File: src/rtl/sqe_pkg.sv
// Shared types, constants and tables of the sprite quad expander.
`default_nettype none
package sqe_pkg;

   // Angles in Q16.16 degrees
   localparam logic [33:0] DEG360      = 34'd23592960;
   localparam logic [33:0] DEG90       = 34'd5898240;
   // Bias that makes any 32-bit angle positive: 92 full turns
   localparam logic [33:0] REDUCE_BIAS = 34'd2170552320;
   localparam int          REDUCE_STEPS = 8;
   localparam int          CORDIC_STEPS = 16;
   // Q2.30 constants
   localparam logic signed [33:0] CORDIC_GAIN = 34'sd652032874;
   localparam logic signed [33:0] ONE_Q30     = 34'sd1073741824;
   localparam logic [4:0]  SLOT_NONE = 5'h1F;

   // One classified sprite travelling from the front to the back
   typedef struct packed {
      logic signed [31:0] pos_x;
      logic signed [31:0] pos_y;
      logic signed [31:0] scale_x;
      logic signed [31:0] scale_y;
      logic signed [31:0] rotation_deg;
      logic [4:0]         tex_slot;
      logic               table_full;
      logic [31:0]        entity_id;
   } item_type;

   // Queue status seen by the front and the back
   typedef struct packed {
      logic not_full;
      logic not_empty;
   } queue_status_type;

   typedef enum logic [2:0] {
      ST_IDLE,
      ST_REDUCE,
      ST_QUAD,
      ST_CORDIC,
      ST_MUL,
      ST_EMIT
   } back_state_type;

   // Arctangent of 2^-i in Q16.16 degrees
   function automatic logic signed [25:0] atan_q16(input logic [3:0] i);
      logic signed [25:0] r;
      case (i)
         4'd0:    r = 26'sd2949120;
         4'd1:    r = 26'sd1740967;
         4'd2:    r = 26'sd919879;
         4'd3:    r = 26'sd466945;
         4'd4:    r = 26'sd234379;
         4'd5:    r = 26'sd117304;
         4'd6:    r = 26'sd58666;
         4'd7:    r = 26'sd29335;
         4'd8:    r = 26'sd14668;
         4'd9:    r = 26'sd7334;
         4'd10:   r = 26'sd3667;
         4'd11:   r = 26'sd1833;
         4'd12:   r = 26'sd917;
         4'd13:   r = 26'sd458;
         4'd14:   r = 26'sd229;
         default: r = 26'sd115;
      endcase
      return r;
   endfunction

endpackage
`default_nettype wire

File: src/rtl/sqe_queue.sv
// Two-entry queue that decouples the front from the back.
`default_nettype none
module sqe_queue (
   input  wire logic                 clock,
   input  wire logic                 reset,
   input  wire logic                 push,
   input  wire sqe_pkg::item_type    push_item,
   input  wire logic                 pop,
   output sqe_pkg::item_type         pop_item,
   output sqe_pkg::queue_status_type status
);

   sqe_pkg::item_type mem [2];
   logic       wr_ptr_ff, wr_ptr_in;
   logic       rd_ptr_ff, rd_ptr_in;
   logic [1:0] fill_ff, fill_in;

   assign status.not_full  = (fill_ff != 2'd2);
   assign status.not_empty = (fill_ff != 2'd0);
   assign pop_item = mem[rd_ptr_ff];

   // Advance pointers and fill level
   always_comb begin
      wr_ptr_in = push ? !wr_ptr_ff : wr_ptr_ff;
      rd_ptr_in = pop  ? !rd_ptr_ff : rd_ptr_ff;
      fill_in   = fill_ff + 2'(push) - 2'(pop);
   end

   always_ff @(posedge clock) begin
      if (reset) begin
         wr_ptr_ff <= 1'b0;
         rd_ptr_ff <= 1'b0;
         fill_ff   <= 2'd0;
      end else begin
         wr_ptr_ff <= wr_ptr_in;
         rd_ptr_ff <= rd_ptr_in;
         fill_ff   <= fill_in;
      end
   end

   // Store the pushed transaction
   always_ff @(posedge clock) begin
      if (push) begin
         mem[wr_ptr_ff] <= push_item;
      end
   end

endmodule
`default_nettype wire

File: config.mk
export PLATFORM = sky130hd
export DESIGN_NAME = sqe_queue
export DESIGN_NICKNAME = d
export VERILOG_FILES = /design/src/rtl/sqe_pkg.sv /design/src/rtl/sqe_queue.sv
export SDC_FILE = /design/constraint.sdc
export NUM_CORES = 1
export LEC_CHECK = 0
export BUFFER_PORTS_ARGS = -buffer_cell sky130_fd_sc_hd__buf_4
export CAP_MARGIN = 25
export CORE_AREA = 10 10 235 237
export CTS_BUF_LIST = sky130_fd_sc_hd__clkbuf_4 sky130_fd_sc_hd__clkbuf_8
export DETAILED_ROUTE_END_ITERATION = 12
export DIE_AREA = 0 0 245 247
export HOLD_SLACK_MARGIN = 0.02
export PLACE_DENSITY_LB_ADDON = 0.15
export SLEW_MARGIN = 0
export SYNTH_ARGS = -nofsm -noshare
export SYNTH_HDL_FRONTEND = slang
export SYNTH_SLANG_ARGS = --single-unit
File: constraint.sdc
create_clock -name clock -period 11.8 [get_ports clock]
set_input_delay 0.59 -clock clock [delete_from_list [all_inputs] [get_ports clock]]
set_output_delay 0.59 -clock clock [all_outputs]
set_load 0.01 [all_outputs]
==> metrics.txt <==
final slew viol count 0; largest net degree at the start of global routing 69; initial antenna violation count 5; Crit. End Element output pin; first-pass GRT wire length between 50 and 60 mm; Setup Crit Path Kind flop to output pin; Clock transition at path regs 60 ps; DR WL/cell 20.1 microns; Total Nets Final between 1,000 and 1,500; grt ovf 0; site row count between 80 and 90; most common cell after layout, fill and taps aside buf_4; CP Max Fanout 68; TritonCTS clock tree yes; #FFs+latches synth 401; DRT iter0 DRCs about 230; Core Region around 51,000 sq um; Clk Latency, worst-skew pair around 620 ps; flop2flop setup slack ~8700 ps; Yosys Warn Count 0; Via Count around 7,600; commonest non-fill, non-tap cells in the layout 410 x buf_4, 396 x edfxtp_1, 101 x mux2_4; Cell Area, Placed 18,700 sq um; hold path start push_item[64]; Ports around 400; cell count after synthesis around 640; peak supply drop ~86 uV; Worst setup SP type flop; Pwr Total between 3000 and 4000 uW; syn nets 841; FF-to-FF Start wr_ptr_ff$_SDFFE_PP0P_; synth unique cells 15; worst setup margin ~7500 ps; Die Span X between 200 and 250 microns; Fill cells between 4,000 and 5,000; reg2reg end mem[0][79]$_DFFE_PP_; final non-filler cell area approximately 20,000 sq um; Max transition margin 30.4%; CTS buffer count just over 70; Cell Area, Synth 14,900 sq um; vias per cell approximately 4.1; Worst path most repeated cell buf_4; root buf cell clkbuf_8; Initial Util 29.4%; CP Buf/Inv Count 3; P per Cell Area around 170 nW/um^2; gp weighted congestion around 0.7; CTS Hold Bufs 0; Final Hold Fails 0; CP max stage delay 890 ps; clock tree buffer depth 3; layout cells sized above 1 between 60 and 70%; RSZ-0062 raised after global routing false; H-tree level count 3; top cell type's share of synthesized area roughly four fifths; Die Y approximately 250 microns; vias in the first global route approximately 8,500; Hold Crit Class input pin to flop; TritonCTS Sinks approximately 400; fin crit period approximately 4300 ps; post-CTS setup buffers 0; Final Util 39.5%; GRT Total Usage approximately an eighth; Data arrival, critical path 3720 ps; Req. time, crit path roughly 11,000 ps; largest cells by area after synthesis edfxtp_1 80%, mux2_4 10%, mux2_2 7.3%; Slew @ Worst Pin 1040 ps; port bufs between 400 and 500; Max-cap violations 0; Worst Skew about 24 ps; hold path cells 1; post-route antenna net violation count 0; CP cell instances buf_4 -> buf_4 -> mux2_2 -> buf_4; hold worst-path end mem[0][64]$_DFFE_PP_; setup TNS 0 ps; die area ~61,000 sq um; leakage 0.00764 uW; Pre-Repair DR Iteration Count 5; Reg2Reg Depth 3; HPWL after detailed placement roughly 25 mm; DRC viols 0; critical path's slowest cell buf_4; Crit. path cell count 4; Max Freq ~0.23 GHz; status completed; DP Worst Slack roughly 8100 ps; Seq/Total Area, Yosys 80.4%; DRT Wirelength roughly 37 mm; Synth area leader edfxtp_1; final worst path period share 36.5%; post_cts resized 0; syn avg cell area approximately 23 sq um; Layout area overhead 34.2%; setup violation total in the final timing report 0; CP top delay family buffers and inverters
## sequential cells by signal (all words and copies together), names as in the netlist, named ones only
register and cells:
mem 396, fill_ff 2, rd_ptr_ff 1, wr_ptr_ff 1
## report_power, final
part / internal, uW / leakage [uW] / switching [uW]
Combinational: 239 / 0.00316 / 205
Clock: 674 / 0.000722 / 546
Sequential: 1670 / 0.00376 / 23.4
## logic make-up (layout without fill, tap and decap cells)
kind of cell	count (synthesis)	count (layout)	synth area share [%]
muxes	198	198	17.5
and+or+nand+nor	9	9	0.293
buffers and inverters	24	538	1.42
xor gates and xnor gates	3	3	0.268
DFF	401	401	80.4
adders and majority gates	2	2	0.168
other	0	1	0
## worst max-delay path by stage
stage,from,endpoint,slack [ps]
2_1_floorplan,push,mem[0][0]$_DFFE_PP_,1890
3_3_place_gp,flop,pop_item[67],8050
3_5_place_dp,flop,pop_item[70],8060
4_1_cts,flop,pop_item[55],7340
5_1_grt,flop,pop_item[52],7220
6_report,flop,pop_item[55],7490
## per-stage QoR
| step | cells | hold WS, ps |
|---|---|---|
| 6_report | 1832 | 140 |
| 5_1_grt | 1832 | 76.6 |
| 4_1_cts | 1831 | 49.0 |
| 3_5_place_dp | 1705 | 505 |
| 3_3_place_gp | 1705 | 497 |
| 2_1_floorplan | 637 | 480 |
## Yosys cell counts
| library cell | instances |
|---|---|
| nand2_1 | 1 |
| mux2_2 | 97 |
| buf_6 | 15 |
| inv_1 | 2 |
| dfxtp_1 | 5 |
| ha_1 | 2 |
| and2_1 | 1 |
| nor2b_1 | 2 |
| xnor2_1 | 2 |
| mux2_4 | 101 |
| nor2_1 | 4 |
| xnor3_1 | 1 |
| buf_2 | 7 |
| or2_2 | 1 |
| edfxtp_1 | 396 |
## metal layers
| layer | part of all wire [%] | routed length (microns) | global-route usage [%] | up-vias |
|---|---|---|---|---|
| met3 | 11 | 3970 | 6.36 | 54 |
| met4 | 1.9 | 702 | 4.93 | 8 |
| met2 | 49 | 18000 | 18.8 | 292 |
| met1 | 38 | 14100 | 12.9 | 3734 |
| met5 | 0.16 | 60 | 0 | - |
| li1 | - | - | - | 3476 |
## layout make-up
class                      count  area [sq um]  share of cell area, %
antenna                        1          2.50                 0.0125
clock buffer                 103          1240                   6.18
clock inverter                23           119                  0.594
inverter                       2          7.51                 0.0375
multi-input combinational    212          2730                   13.6
sequential                   401         12000                   59.9
tap                          680           851                   4.25
timing repair buffer         410          3080                   15.4
No activity file was read; power rests on OpenSTA's default activity.
