## config.mk

```make
export PLATFORM = sky130hd
export DESIGN_NAME = sqe_front
export DESIGN_NICKNAME = d
export VERILOG_FILES = /design/src/rtl/sqe_pkg.sv /design/src/rtl/sqe_front.sv
export SDC_FILE = /design/constraint.sdc
export NUM_CORES = 1
export LEC_CHECK = 0
export ABC_AREA = 1
export BUFFER_PORTS_ARGS = -buffer_cell sky130_fd_sc_hd__buf_2
export CAP_MARGIN = 5
export CORE_MARGIN = 3
export CORE_UTILIZATION = 60
export DETAILED_ROUTE_END_ITERATION = 12
export MAX_ROUTING_LAYER = met4
export PLACE_DENSITY_LB_ADDON = 0.3
export SLEW_MARGIN = 20
export SYNTH_ARGS = -nofsm -noshare
export SYNTH_HDL_FRONTEND = slang
export SYNTH_SLANG_ARGS = --single-unit
```

## constraint.sdc

```tcl
create_clock -name clock -period 7.6 [get_ports clock]
set_input_delay 0.38 -clock clock [delete_from_list [all_inputs] [get_ports clock]]
set_output_delay 0.38 -clock clock [all_outputs]
set_load 0.01 [all_outputs]
```

## src/rtl/sqe_pkg.sv

```systemverilog
// Shared types, constants and tables of the sprite quad expander.
`default_nettype none
package sqe_pkg;

   // Angles in Q16.16 degrees
   localparam logic [33:0] DEG360      = 34'd23592960;
   localparam logic [33:0] DEG90       = 34'd5898240;
   // Bias that makes any 32-bit angle positive: 92 full turns
   localparam logic [33:0] REDUCE_BIAS = 34'd2170552320;
   localparam int          REDUCE_STEPS = 8;
   localparam int          CORDIC_STEPS = 16;
   // Q2.30 constants
   localparam logic signed [33:0] CORDIC_GAIN = 34'sd652032874;
   localparam logic signed [33:0] ONE_Q30     = 34'sd1073741824;
   localparam logic [4:0]  SLOT_NONE = 5'h1F;

   // One classified sprite travelling from the front to the back
   typedef struct packed {
      logic signed [31:0] pos_x;
      logic signed [31:0] pos_y;
      logic signed [31:0] scale_x;
      logic signed [31:0] scale_y;
      logic signed [31:0] rotation_deg;
      logic [4:0]         tex_slot;
      logic               table_full;
      logic [31:0]        entity_id;
   } item_type;

   // Queue status seen by the front and the back
   typedef struct packed {
      logic not_full;
      logic not_empty;
   } queue_status_type;

   typedef enum logic [2:0] {
      ST_IDLE,
      ST_REDUCE,
      ST_QUAD,
      ST_CORDIC,
      ST_MUL,
      ST_EMIT
   } back_state_type;

   // Arctangent of 2^-i in Q16.16 degrees
   function automatic logic signed [25:0] atan_q16(input logic [3:0] i);
      logic signed [25:0] r;
      case (i)
         4'd0:    r = 26'sd2949120;
         4'd1:    r = 26'sd1740967;
         4'd2:    r = 26'sd919879;
         4'd3:    r = 26'sd466945;
         4'd4:    r = 26'sd234379;
         4'd5:    r = 26'sd117304;
         4'd6:    r = 26'sd58666;
         4'd7:    r = 26'sd29335;
         4'd8:    r = 26'sd14668;
         4'd9:    r = 26'sd7334;
         4'd10:   r = 26'sd3667;
         4'd11:   r = 26'sd1833;
         4'd12:   r = 26'sd917;
         4'd13:   r = 26'sd458;
         4'd14:   r = 26'sd229;
         default: r = 26'sd115;
      endcase
      return r;
   endfunction

endpackage
`default_nettype wire

```

## src/rtl/sqe_front.sv

```systemverilog
// Front: texture handle lookup and classification of each accepted sprite.
`default_nettype none
module sqe_front #(
   parameter int TEXTURE_SLOTS = 16
) (
   input  wire logic               clock,
   input  wire logic               reset,
   input  wire logic               accept,
   input  wire logic               new_batch,
   input  wire logic               has_texture,
   input  wire logic [31:0]        texture_handle,
   input  wire logic signed [31:0] pos_x,
   input  wire logic signed [31:0] pos_y,
   input  wire logic signed [31:0] scale_x,
   input  wire logic signed [31:0] scale_y,
   input  wire logic signed [31:0] rotation_deg,
   input  wire logic [31:0]        entity_id,
   output sqe_pkg::item_type       item
);

   localparam int CNT_W = $clog2(TEXTURE_SLOTS + 1);
   localparam int IDX_W = (TEXTURE_SLOTS > 1) ? $clog2(TEXTURE_SLOTS) : 1;

   logic [31:0]        tex_mem [TEXTURE_SLOTS];
   logic [CNT_W-1:0]   count_ff, count_in;
   logic [CNT_W-1:0]   cnt_eff;
   logic [TEXTURE_SLOTS-1:0] hit;
   logic [4:0]         hit_idx;
   logic               found, full, append;

   // Compare the handle against every valid entry
   assign cnt_eff = new_batch ? '0 : count_ff;
   always_comb begin
      for (int i = 0; i < TEXTURE_SLOTS; i++) begin
         hit[i] = (CNT_W'(i) < cnt_eff) && (tex_mem[i] == texture_handle);
      end
   end

   // Pick the lowest matching slot
   always_comb begin
      hit_idx = '0;
      for (int i = TEXTURE_SLOTS - 1; i >= 0; i--) begin
         if (hit[i]) begin
            hit_idx = 5'(i);
         end
      end
   end

   assign found  = |hit;
   assign full   = (cnt_eff == CNT_W'(TEXTURE_SLOTS));
   assign append = has_texture && !found && !full;

   // Classify the sprite
   always_comb begin
      item.pos_x        = pos_x;
      item.pos_y        = pos_y;
      item.scale_x      = scale_x;
      item.scale_y      = scale_y;
      item.rotation_deg = rotation_deg;
      item.entity_id    = entity_id;
      item.table_full   = 1'b0;
      item.tex_slot     = sqe_pkg::SLOT_NONE;
      if (has_texture) begin
         if (found) begin
            item.tex_slot = hit_idx;
         end else if (!full) begin
            item.tex_slot = 5'(cnt_eff);
         end else begin
            item.table_full = 1'b1;
         end
      end
   end

   // Advance the fill count
   always_comb begin
      count_in = count_ff;
      if (accept) begin
         count_in = append ? cnt_eff + CNT_W'(1) : cnt_eff;
      end
   end

   always_ff @(posedge clock) begin
      if (reset) begin
         count_ff <= '0;
      end else begin
         count_ff <= count_in;
      end
   end

   // Append a new handle
   always_ff @(posedge clock) begin
      if (accept && append) begin
         tex_mem[cnt_eff[IDX_W-1:0]] <= texture_handle;
      end
   end

endmodule
`default_nettype wire

```

==> summary.md <==
| Metric | Value |
|---|---|
| Storage element area | `~15000 um^2` |
| Clk sinks | `517` |
| Status | `complete, no violations` |
| Setup violations, final | `0` |
| GRT overflow | `0` |
| Grt met1 use | `45.7%` |
| Mean post-synth cell area | `10.8 um^2` |
| Setup TNS Final | `0 ns` |
| Width of the die | `217 um` |
| Max_slew headroom | `35.4%` |
| Final Hold Viols | `0` |
| GR Util met3 | `around a tenth` |
| Pwr Total | `0.00608 W` |
| Crit path top cell by count | `nor2_1` |
| CTS Root Buffer Type | `clkbuf_16` |
| Post-synth top area share | `57.4%` |
| Via density | `6.13` |
| Min-Delay Path Depth | `3` |
| Seq/Total Area, Yosys | `57.8%` |
| Crit start category | `flip-flop` |
| Initial DRC count | `2432` |
| Largest cells by area after synthesis | `edfxtp_1 (57%), xnor2_1 (8.3%), nand2_1 (5.7%)` |
| FP Rows | `between 70 and 80` |
| Syn Std Cell Area | `26800 um^2` |
| Total CTS buffers | `53` |
| Post-DP HPWL | `approximately 54 mm` |
| Clock Skew | `between 0.02 and 0.025 ns` |
| GR Util met2 | `just over 50%` |
| Clock latency on the worst-skew pair | `0.61 ns` |
| Crit-path max FO | `7` |
| Die ar. | `47200 um^2` |
| GRT Max-Usage Layer | `met2` |
| R2r startpoint | `count_ff[4]$_SDFFE_PP0P_` |
| CP max-delay cell | `nor2_1` |
| Critical R2R Capture | `tex_mem[0][1]$_DFFE_PP_` |
| Post-synth EDFFs | `512` |
| Number of max-cap violations | `0` |
| Number of port buffers | `42` |
| Count leader, synth | `edfxtp_1` |
| Syn Inst Count | `about 2500` |
| Critical path type | `flip-flop to primary output` |
| Synthesis Warnings | `0` |
| Power density cells | `around 220 nW/um^2` |
| Reg2reg path depth | `18` |
| CTS tree | `done` |
| First-pass GRT wire length | `between 100 and 150 mm` |
| Mapped Nets | `2713` |
| Critical Path Source | `count_ff[1]$_SDFFE_PP0P_` |
| Vias | `18360` |
| Tot GR Track Use | `35.4%` |
| FILL cells | `3432` |
| VDD IR max | `roughly 270 uV` |
| Main synth FF type | `edfxtp_1` |
| Worst Hold Class | `primary input to flip-flop` |
| Leakage power | `approximately 10 nW` |
| RSZ-0062 raised after global routing | `no` |
| Final period util | `59.6%` |
| DIE HEIGHT | `217 um` |
| Final Max Tran Viols | `0` |
| Largest net degree at the start of global routing | `35` |
| Reg2Reg Setup Slack | `3.38 ns` |
| Area Growth Syn to Fin | `4.21%` |
| Crit path DAT | `4.15 ns` |
| # DRC | `0` |
| Multi-input logic area | `roughly 9000 um^2` |
| H-tree depth | `2` |
| First-pass iteration count of the detailed router | `6` |
| Tmin final | `about 4.5 ns` |
| Crit path cell chain | `inv_1, nor2_1, nor2_1, o21ai_0, inv_1, nor3_1, nand4_1, nand2_1, nor2_1, nand2_1, nor3_1, o21ai_0, buf_2` |
| Layout cells sized above 1 | `between 10% and 20%` |
| Total Wirelength | `81.8 mm` |
| Final net count | `2603` |
| Critical Path Sink | `item[36]` |
| Top post-synthesis cells by count | `edfxtp_1 (512), nand2_1 (408), xnor2_1 (253)` |
| CTS Buffer Depth | `3` |
| Crit. End Element | `primary output` |
| Remaining antenna violation count | `0` |
| CP peak stage delay | `0.50 ns` |
| Num ports | `427` |
| Post-synth cell types | `43` |
| Wirelength per Cell | `27.3 um` |
| Async set-reset flop share out of synthesis | `0%` |
| Synth area leader | `edfxtp_1` |
| Least-Margin Pin Slew | `0.969 ns` |
| Flops & latches, synth | `around 520` |
| # Post-CTS Setup Buffers | `0` |
| Worst EP required | `around 7.2 ns` |
| Core area | `43600 um^2` |
| Vias in the first global route | `18064` |
| F_max | `approximately 220 MHz` |
| Initial antenna violation count | `1` |
| Placer Congestion | `1.03` |
| Clock-pin slew on the worst setup and hold paths | `0.06 ns` |
| Starting Density | `61.5%` |
==> cell families after synthesis <==
kind of cell	count (synthesis)	synth area share, %
AOI/OAI and AO/OA	43	0.864
xor gates and xnor gates	369	12.1
adders and majority gates	4	0.187
buffers and inverters	447	9.42
DFF	517	57.8
and+or+nand+nor	1100	19.7
==> worst max-delay path: cells and delay by family (launching register included) <==
family,cells,cell delay [ns]
buffers and inverters,3,0.67
and+or+nand+nor,8,1.56
DFF,1,0.36
AOI/OAI and AO/OA,2,0.93
==> stage by stage <==
stage               utilization [%]  std cells  area (um^2)  worst slack, ns  hold slack [ns]
finish                         64.1       2994        27900             3.07            0.133
global route                   64.1       2994        27900             2.90            0.111
CTS                            64.1       2993        27900             3.22            0.110
detailed placement             60.4       2899        26300             3.02            0.492
global placement               60.4       2899        26300             3.11            0.491
floorplan                         -       2480        26800             3.88            0.449
==> what timing repair did <==
| item | in CTS | in global routing |
|---|---|---|
| hold buffers | 1 | 0 |
| setup endpoints to repair | 0 | 0 |
| hold endpoints to repair | 1 | 0 |
| gates resized for setup | 0 | 0 |
==> worst min-delay path by stage <==
| stage | start | end | slack, ns |
|---|---|---|---|
| 2_1_floorplan | reset | count_ff[1]$_SDFFE_PP0P_ | 0.45 |
| 3_3_place_gp | count_ff[0]$_SDFFE_PP0P_ | count_ff[0]$_SDFFE_PP0P_ | 0.49 |
| 3_5_place_dp | count_ff[0]$_SDFFE_PP0P_ | count_ff[0]$_SDFFE_PP0P_ | 0.49 |
| 4_1_cts | texture_handle[20] | tex_mem[13][20]$_DFFE_PP_ | 0.11 |
| 5_1_grt | texture_handle[20] | tex_mem[13][20]$_DFFE_PP_ | 0.11 |
| 6_report | accept | count_ff[0]$_SDFFE_PP0P_ | 0.13 |
==> cells in the final DEF (no fill, tap or decap), types with 3 or more instances in the layout <==
master / netlist / routed
ha_1: 4 / 4
nor4_1: 55 / 55
and2_1: 4 / 4
clkinv_2: 0 / 3
or2_2: 80 / 80
nor3b_1: 12 / 12
xnor2_1: 253 / 253
dfxtp_1: 5 / 5
nand3b_1: 17 / 17
buf_4: 201 / 50
o21ai_0: 29 / 29
nor2_1: 176 / 160
nor2_2: 1 / 17
nor4b_1: 5 / 5
nand2_1: 408 / 408
a21oi_1: 7 / 7
clkinv_1: 1 / 14
nor3_1: 65 / 65
inv_1: 186 / 186
clkbuf_16: 0 / 53
nand3_1: 120 / 120
clkbuf_1: 4 / 16
edfxtp_1: 512 / 512
xor2_1: 116 / 116
buf_2: 49 / 42
nand4_1: 140 / 140
==> per-layer routing <==
| metal | vias up | part of all wire (%) |
|---|---|---|
| li1 | 8092 | - |
| met1 | 8733 | 38 |
| met2 | 1245 | 44 |
| met3 | 290 | 12 |
| met4 | 0 | 6.1 |
| met5 | - | 0 |
==> flip-flops by register name, summed over array words and instances, names as in the netlist <==
| signal | count |
|---|---|
| tex_mem | 512 |
| count_ff | 5 |
==> where the power goes <==
part,switching [W],internal [W]
logic,0.000358,0.000133
registers,0.00000530,0.00315
clock network,0.00108,0.00135
total,0.00145,0.00463
==> final cells by class <==
cell class	count	area share [%]
timing repair buffer	93	2.13
tap	585	2.62
multi-input combinational	1516	31.6
sequential	517	55.5
inverter	189	2.54
clock buffer	69	4.97
antenna	1	0.00897
clock inverter	24	0.664
No activity file was read; power rests on OpenSTA's default activity.
